<file path="config.mk">
export PLATFORM = sky130hd
export DESIGN_NAME = swam_front
export DESIGN_NICKNAME = d
export VERILOG_FILES = /design/src/hdl/swam_pkg.sv /design/src/hdl/swam_ram.sv /design/src/hdl/swam_front.sv
export SDC_FILE = /design/constraint.sdc
export NUM_CORES = 1
export LEC_CHECK = 0
export BUFFER_PORTS_ARGS = -buffer_cell sky130_fd_sc_hd__buf_2
export CAP_MARGIN = 10
export CORE_MARGIN = 3
export CORE_UTILIZATION = 55
export CTS_BUF_LIST = sky130_fd_sc_hd__clkbuf_8
export CTS_CLUSTER_SIZE = 8
export DETAILED_ROUTE_END_ITERATION = 8
export GPL_TIMING_DRIVEN = 0
export PLACE_DENSITY = 0.68
export SYNTH_ARGS = -nofsm -noshare
export SYNTH_HDL_FRONTEND = slang
export SYNTH_SLANG_ARGS = --single-unit
export TNS_END_PERCENT = 30
</file>
<file path="constraint.sdc">
create_clock -name clk -period 5.6 [get_ports clk]
set_input_delay 0.28 -clock clk [delete_from_list [all_inputs] [get_ports clk]]
set_output_delay 0.28 -clock clk [all_outputs]
set_load 0.05 [all_outputs]
</file>
<file path="src/hdl/swam_pkg.sv">
`timescale 1ns / 1ps
// ---------------------------------------------------------------------------
// swam_pkg: shared types for the sliding window anagram matcher
// Operation codes and the per-item control flags handed from the front
// stage to the count stage.
// ---------------------------------------------------------------------------
package swam_pkg;

  localparam int CHAR_W = 8;

  typedef enum logic [1:0] {
    OP_CLEAR   = 2'd0,
    OP_PATTERN = 2'd1,
    OP_TEXT    = 2'd2
  } op_t;

  // Decisions the front stage takes for one item
  typedef struct packed {
    logic clear;       // clear item: wipe count tables and tallies
    logic pat_add;     // pattern byte taken into the pattern table
    logic overflow;    // pattern byte dropped, pattern full
    logic txt_add;     // text byte enters the window
    logic txt_remove;  // oldest window byte leaves the window
    logic win_full;    // window holds pattern-length bytes after this item
  } ctl_t;

endpackage

</file>
<file path="src/hdl/swam_ram.sv">
`timescale 1ns / 1ps
// ---------------------------------------------------------------------------
// swam_ram: generic single-port-write, single-port-read RAM
// One write and one registered read per cycle; a read at the address being
// written returns the old contents.
// ---------------------------------------------------------------------------
module swam_ram #(
  parameter int WIDTH = 8,
  parameter int DEPTH = 64,
  localparam int ADDR_W = (DEPTH > 1) ? $clog2(DEPTH) : 1
) (
  input  logic              clk,
  input  logic              we,
  input  logic [ADDR_W-1:0] waddr,
  input  logic [WIDTH-1:0]  wdata,
  input  logic              re,
  input  logic [ADDR_W-1:0] raddr,
  output logic [WIDTH-1:0]  rdata
);

  logic [WIDTH-1:0] mem_r [DEPTH];
  logic [WIDTH-1:0] rdata_r;

  // Write port and registered read port
  always_ff @(posedge clk) begin
    if (we) begin
      mem_r[waddr] <= wdata;
    end
    if (re) begin
      rdata_r <= mem_r[raddr];
    end
  end

  assign rdata = rdata_r;

endmodule

</file>
<file path="src/hdl/swam_front.sv">
`timescale 1ns / 1ps
// ---------------------------------------------------------------------------
// swam_front: item decode and window bookkeeping
// Tracks pattern length, window fill, ring head and text position at the
// moment an item is accepted, keeps the window ring and presents the byte
// that leaves the window.
// ---------------------------------------------------------------------------
module swam_front #(
  parameter int MAX_PATTERN    = 64,
  parameter int ALPHABET_SIZE  = 256,
  parameter int POSITION_WIDTH = 32,
  localparam int PLW = $clog2(MAX_PATTERN + 1),
  localparam int RW  = (MAX_PATTERN > 1) ? $clog2(MAX_PATTERN) : 1
) (
  input  logic                      clk,
  input  logic                      rst_n,
  input  logic                      accept,
  input  logic [1:0]                operation,
  input  logic [swam_pkg::CHAR_W-1:0] data_char,
  output swam_pkg::ctl_t            ctl,
  output logic [swam_pkg::CHAR_W-1:0] out_byte,
  output logic [POSITION_WIDTH-1:0] start
);
  import swam_pkg::*;

  logic [PLW-1:0]            plen_r, plen_nxt;
  logic [PLW-1:0]            fill_r, fill_nxt;
  logic [RW-1:0]             head_r, head_nxt, head_inc;
  logic [POSITION_WIDTH-1:0] pos_r, pos_nxt;
  logic                      started_r, started_nxt;
  logic                      ring_we;
  logic [CHAR_W-1:0]         ring_q;
  logic                      fwd_v_r, fwd_v_nxt;
  logic [CHAR_W-1:0]         fwd_d_r;
  logic                      char_ok;

  assign char_ok  = int'(data_char) < ALPHABET_SIZE;
  assign head_inc = ((PLW'(head_r) + PLW'(1)) >= plen_r) ? '0 : RW'(head_r + RW'(1));

  // Decode the item and work out the next bookkeeping state
  always_comb begin
    ctl         = '0;
    plen_nxt    = plen_r;
    fill_nxt    = fill_r;
    head_nxt    = head_r;
    pos_nxt     = pos_r;
    started_nxt = started_r;
    ring_we     = 1'b0;
    if (accept) begin
      case (op_t'(operation))
        OP_CLEAR: begin
          ctl.clear   = 1'b1;
          plen_nxt    = '0;
          fill_nxt    = '0;
          head_nxt    = '0;
          pos_nxt     = '0;
          started_nxt = 1'b0;
        end
        OP_PATTERN: begin
          if (!started_r && char_ok) begin
            if (plen_r == PLW'(MAX_PATTERN)) begin
              ctl.overflow = 1'b1;
            end else begin
              ctl.pat_add = 1'b1;
              plen_nxt    = plen_r + PLW'(1);
            end
          end
        end
        OP_TEXT: begin
          started_nxt = 1'b1;
          pos_nxt     = pos_r + POSITION_WIDTH'(1);
          if (plen_r != '0) begin
            ctl.txt_add = 1'b1;
            ring_we     = 1'b1;
            head_nxt    = head_inc;
            if (fill_r == plen_r) begin
              ctl.txt_remove = 1'b1;
            end else begin
              fill_nxt = fill_r + PLW'(1);
            end
            ctl.win_full = (fill_nxt == plen_r);
          end
        end
        default: begin
        end
      endcase
    end
  end

  // First position of the window that ends at this byte
  assign start = pos_r - POSITION_WIDTH'(plen_r) + POSITION_WIDTH'(1);

  // Bypass the ring when the byte just written is the next one to leave
  assign fwd_v_nxt = ring_we && (head_r == head_nxt);
  assign out_byte  = fwd_v_r ? fwd_d_r : ring_q;

  always_ff @(posedge clk) begin
    if (!rst_n) begin
      plen_r    <= '0;
      fill_r    <= '0;
      head_r    <= '0;
      pos_r     <= '0;
      started_r <= 1'b0;
      fwd_v_r   <= 1'b0;
    end else begin
      plen_r    <= plen_nxt;
      fill_r    <= fill_nxt;
      head_r    <= head_nxt;
      pos_r     <= pos_nxt;
      started_r <= started_nxt;
      fwd_v_r   <= fwd_v_nxt;
    end
  end

  always_ff @(posedge clk) begin
    fwd_d_r <= data_char;
  end

  // Window ring, always reading the slot at the next head
  swam_ram #(
    .WIDTH(CHAR_W),
    .DEPTH(MAX_PATTERN)
  ) u_ring (
    .clk  (clk),
    .we   (ring_we),
    .waddr(head_r),
    .wdata(data_char),
    .re   (1'b1),
    .raddr(head_nxt),
    .rdata(ring_q)
  );

endmodule

</file>
-- Yosys cells after proc, flatten, opt, wreduce, memory -nomap -nowiden
Memory sizes are Yosys's and may differ from the RTL's. A register that Yosys moved wholly into a read port is not among the register bits.
Index checks and enable logic that the tools add are counted.
- muxes and demuxes: 30
- order comparisons: 1
- equal/unequal tests: 9
- reduce and logical (&&, ||, !) cells: 8
- $add $sub $neg: 7
- operators with widths (operator ; number):
    $add 32x1->32 const B ; 2
    $pmux 32 s2 ; 1
    $mux 7 ; 7
    $sub 32x7->32 ; 1
    $pmux 7 s2 ; 2
    $mux 6 ; 4
    $add 7x1->7 const B ; 2
    $eq 7x7->1 ; 2
    $pmux 6 s2 ; 1
    $mux 1 ; 9
    $mux 8 ; 1
    $add 6x1->7 const B ; 1
    $eq 7x7->1 const B ; 1
    $ge 7x7->1 ; 1
    $reduce_bool 7->1 ; 1
    $add 6x1->6 const B ; 1
    $eq 6x6->1 ; 1
    $mux 3 ; 2
    $ne 2x2->1 const B ; 3
    $mux 2 ; 2
    $reduce_and 4->1 ; 1
    $reduce_bool 2->1 ; 2
    $reduce_and 3->1 ; 1
    $eq 2x1->1 const B ; 1
    5 further kinds ; 5
- register bits after elaboration: 62
- input bits: 13
- memories: 1
- bits in writable memories: 512
- memories (memory ; words ; width ; rd ports ; clocked after memory_dff ; write ports ; line ; text):
    u_ring.mem_r ; 64 ; 8 ; 1 ; 1 ; 1 ; swam_ram.sv:21 ; logic [WIDTH-1:0] mem_r [DEPTH];

-- Logic depth before layout (Yosys ltp)
- depth after elaboration: 9
- depth in mapped cells: 18
- mapped depth without buffers: 15

-- Modules after synthesis
Synthesis repeated with hierarchy kept, for this count alone.
- cell total of the unflattened synthesis: 1583
- area, all modules: 25379.3 µm²
- modules (own cells, without submodules) (module ; area an instance (µm²) ; cells each ; times used ; seq. area each (µm²)):
    swam_ram ; 20246.9 ; 940 ; 1 ; 15615.0
    swam_front ; 5132.4 ; 643 ; 1 ; 1241.2

-- Worst setup path before layout
Ideal clock, no wire load.
- path kind: register -> output
- from: register plen_r[3]
- to: output start[28]
- setup slack: 0.948 ns
- required time: 5.320 ns
- stages on the path, launching flop included: 13
- arrival time: 4.372 ns
- path through: dfxtp_1 clkbuf_1 inv_1 ha_1 ha_1 a211o_1 o211ai_1 a211oi_1 o2111ai_1 a311oi_1 nor2_1 o21ai_0 o311ai_0
- word-level cells in the longest chain between the ends: 2
- ends and longest elaborated chain (what ; line ; text):
    from (decl) ; swam_front.sv:26 ; logic [PLW-1:0] plen_r, plen_nxt;
    from (signal assigned) ; swam_front.sv:106 ; plen_r <= plen_nxt;
    $sub 32x7->32 ; swam_front.sv:91 ; assign start = pos_r - POSITION_WIDTH'(plen_r) + POSITION_WIDTH'(1);
    $add 32x1->32 ; swam_front.sv:91 ;
    to (decl) ; swam_front.sv:22 ; output logic [POSITION_WIDTH-1:0] start
Every way passes these cells.

-- Worst setup path after layout
- from: register head_r[2]
- to: register u_ring.rdata_r[5], in the netlist u_ring.rdata[5] (read register of u_ring.mem_r)
- word-level cells in the longest chain between the ends: 6
- elaborated cells on any way between the ends: 7
- those cells by class: 2 x add/sub; 1 x order compare; 4 x mux
- ends and longest elaborated chain (what ; line ; text):
    from (decl) ; swam_front.sv:28 ; logic [RW-1:0] head_r, head_nxt, head_inc;
    from (signal assigned) ; swam_front.sv:108 ; head_r <= head_nxt;
    $add 6x1->7 ; swam_front.sv:38 ; assign head_inc = ((PLW'(head_r) + PLW'(1)) >= plen_r) ? '0 : RW'(head_r + RW'(1));
    $ge 7x7->1 ; swam_front.sv:38 ;
    $mux 6 ; swam_front.sv:38 ;
    $mux 6 ; swam_front.sv:72 ; if (plen_r != '0) begin
    $pmux 6 s2 ; swam_front.sv:50 ; case (op_t'(operation))
    $mux 6 * ; swam_front.sv:49 ; if (accept) begin
    to (decl) ; swam_ram.sv:22 ; logic [WIDTH-1:0] rdata_r;
Every way passes the cells marked *; elsewhere a longest branch is shown, timed or not.
A chain may end at the register's enable or synchronous reset.

==> results.sh <==
export IMPL_outcome="finished clean"
export IMPL_yosysSeqAreaShare_pct=63.7
export IMPL_cts_setup_buffers=0
export IMPL_fmax_ghz=0.187
export IMPL_cts_root_buf="clkbuf_8"
export IMPL_ctsHtreeMaxLevel=3
export IMPL_antenna_found_initial=0
export IMPL_pwr_share_comb_pct=1.8
export IMPL_max_stage_delay_ns=0.43
export IMPL_cp_slowest_cell="a211oi_4"
export IMPL_die_h_um=225
export IMPL_reg2reg_from="head_r[2]"
export IMPL_wl_per_cell_um=22.4
export IMPL_worstHoldStart="data_char[5]"
export IMPL_final_nets=2501
export IMPL_vdd_drop_max_uv=219
export IMPL_power_switching_w=0.00179
export IMPL_vias=18700
export IMPL_synth_distinct_cells=78
export IMPL_async_reset_ff_share_pct=0
export IMPL_clock_path_buffers=3
export IMPL_syn_num_nets=2338
export IMPL_path_class="reg -> reg"
export IMPL_grt_pass1_wl_um=105000
export IMPL_area_growth_pct=11.5
export IMPL_r2r_setup_slack_ns=0.26
export IMPL_critPathCaptureType="register"
export IMPL_critPathBufInv=5
export IMPL_die_w_um=225
export IMPL_slew_headroom_pct=15.8
export IMPL_rsz0062_at_grt="false"
export IMPL_num_io_pins=59
export IMPL_r2r_end="u_ring.rdata[5]"
export IMPL_first_global_vias=18000
export IMPL_avgSynthCellArea_um2=11.7
export IMPL_ys_ff_latch=582
export IMPL_rows=79
export IMPL_cts_clk_slew_worst_paths_ns=0.06
export IMPL_hold_path_class="in -> reg"
export IMPL_port_buffers=58
export IMPL_yosys_warnings=0
export IMPL_dp_hpwl_um=47100
export IMPL_via_per_inst=6.03
export IMPL_synth_edf_count=512
export IMPL_whs_path_depth=1
export IMPL_hold_slack_ns=0.0562
export IMPL_p_int_w=0.00645
export IMPL_finalMaxSlewViolations=0
export IMPL_dr_pass1_iters=6
export IMPL_power_density_nw_per_um2=280
export IMPL_p_leak_nw=10.8
export IMPL_numCtsBuffers=94
export IMPL_rr_worst_depth=17
export IMPL_setup_viol=0
export IMPL_worstPathRequired_ns=6.17
export IMPL_n_antenna_cell=0
export IMPL_worstPathMaxFanout=10
export IMPL_crit_chain="clkbuf_1 -> nand3_2 -> or3_1 -> nand2_1 -> ha_1 -> a21o_1 -> a221o_1 -> a211oi_4 -> a221o_1 -> buf_2 -> buf_2 -> nand3_1 -> buf_2 -> o21ai_0 -> a2111oi_1 -> clkdlybuf4s18_2 -> nor4b_1"
export IMPL_synth_ff_type="edfxtp_1"
export IMPL_drive_gt1_share_pct=12.0
export IMPL_mappedNetlistArea_um2=26300
export IMPL_finalPower_w=0.00823
export IMPL_die_area_um2=50500
export IMPL_crit_family="compound AO/OA/AOI/OAI gates"
export IMPL_initialDrtViolationCount=2234
export IMPL_syn_instance_count=2252
export IMPL_hold_viol_final=0
export IMPL_holdPathEnd="u_ring.mem_r[10][5]"
export IMPL_drv_cap=0
export IMPL_p_clk_share_pct=40.8
export IMPL_fin_crit_ns=5.34
export IMPL_grt_max_degree=66
export IMPL_wl_um=69400
export IMPL_arrival_ns=5.91
export IMPL_place_gp_congestion=0.925
export IMPL_core_um2=47000
export IMPL_cts_tree="built"
export IMPL_postRouteAntennaNets=0
export IMPL_cp_common_cell="buf_2"
export IMPL_power_share_switching_pct=21.7
export IMPL_remaining_drc_errors=0
export IMPL_clk_latency_ns=0.68
export IMPL_worst_slew_pin_slew_ns=1.26
export IMPL_initial_core_util_pct=56.1
export IMPL_grt_ovfl_total=0
export IMPL_grt_usage_pct=27.4
export IMPL_skew_ns=0.0323
export IMPL_period_share_pct=95.4
export IMPL_crit_path_start_kind="register"
export IMPL_clkSinkCount=582
export IMPL_p_seq_share_pct=57.4
[worst max-delay path by stage]
stage              start               to  cells past startpoint
2_1_floorplan  plen_r[3]        start[28]                     12
3_3_place_gp   head_r[0]  u_ring.rdata[6]                     13
3_5_place_dp   head_r[0]  u_ring.rdata[5]                     13
4_1_cts        head_r[0]  u_ring.rdata[0]                     17
5_1_grt        plen_r[3]        start[30]                     13
6_report       head_r[2]  u_ring.rdata[5]                     17
[synthesized netlist by cell type (44+ instances only)]
cell type / count / area share, %
a21oi_1: 95 / 1.8
buf_2: 44 / 0.84
clkbuf_1: 50 / 0.71
dfxtp_1: 70 / 5.3
edfxtp_1: 512 / 58
ha_1: 72 / 3.4
inv_1: 74 / 1.1
nand2_1: 463 / 6.6
nand3_1: 170 / 3.2
nor2_1: 135 / 1.9
o21ai_0: 55 / 1.0
xnor2_1: 56 / 1.9
[power by group through the flow]
stage                     Sequential, W  Clock [W]  Combinational (W)
final                           0.00472    0.00336           0.000148
after global routing            0.00472    0.00361           0.000159
after floorplan                 0.00481          0          0.0000497
after global placement          0.00482          0           0.000134
after detailed placement        0.00481          0           0.000142
after CTS                       0.00472    0.00341           0.000144
[layout by cell type (no fill, tap or decap), types with 70 or more instances in the layout]
cell and n:
a21oi_1 95, buf_2 103, clkbuf_8 97, dfxtp_1 70
edfxtp_1 512, ha_1 72, inv_1 116, nand2_1 463
nand3_1 168, nor2_1 135
[cell type report]
class	instances	area, um2
buffer	124	634
clock buffer	97	1340
clock inverter	70	357
fill	3594	17600
inverter	75	282
multi-input combinational	1471	8790
sequential	582	16800
tap	607	759
timing repair buffer	67	435
[per-layer routing]
layer | vias to the layer above | part of all wire [%] | GRT usage (%)
met5 | - | 0 | 0
met4 | 0 | 3.2 | 10.2
met3 | 159 | 9.4 | 6.40
met2 | 863 | 47 | 44.1
met1 | 9069 | 40 | 36.7
li1 | 8572 | - | -
[cells by family (layout without fill, tap and decap cells)]
kind of cell,Yosys count,in the layout,share of synthesized area [%]
AOI/OAI and AO/OA,353,353,9.32
xor gates and xnor gates,67,67,2.23
adders and majority gates,73,73,3.50
buffers and inverters,199,433,3.43
DFF,582,582,63.7
muxes,35,35,1.44
and+or+nand+nor,943,943,16.4
[flip-flops by register name, indices dropped and copies added (netlist names)]
name	cells
plen_r	7
fwd_d_r	8
pos_r	32
head_r	6
fill_r	7
started_r	1
u_ring.rdata	8
u_ring.mem_r	512
fwd_v_r	1
[stage by stage]
| stage | instance area [um2] | TNS (ns) | cells | utilization (%) | setup slack, ns |
|---|---|---|---|---|---|
| 2_1_floorplan | 26300 | 0 | 2252 | - | 0.948 |
| 3_5_place_dp | 27500 | -3.52 | 2922 | 58.5 | -0.646 |
| 5_1_grt | 29400 | 0 | 3093 | 62.5 | 0.0124 |
| 3_3_place_gp | 27400 | -3.50 | 2917 | 58.3 | -0.785 |
| 6_report | 29400 | 0 | 3093 | 62.5 | 0.256 |
| 4_1_cts | 29200 | 0 | 3090 | 62.3 | 0.00287 |
[timing repair]
item                                   in CTS  in global routing
hold buffers                                1                  0
endpoints found under the hold margin       2                  0
pin swaps                                   0                  2
gates resized for setup                    14                 27
setup endpoints to repair                   8                  8
No activity file was read; power rests on OpenSTA's default activity.
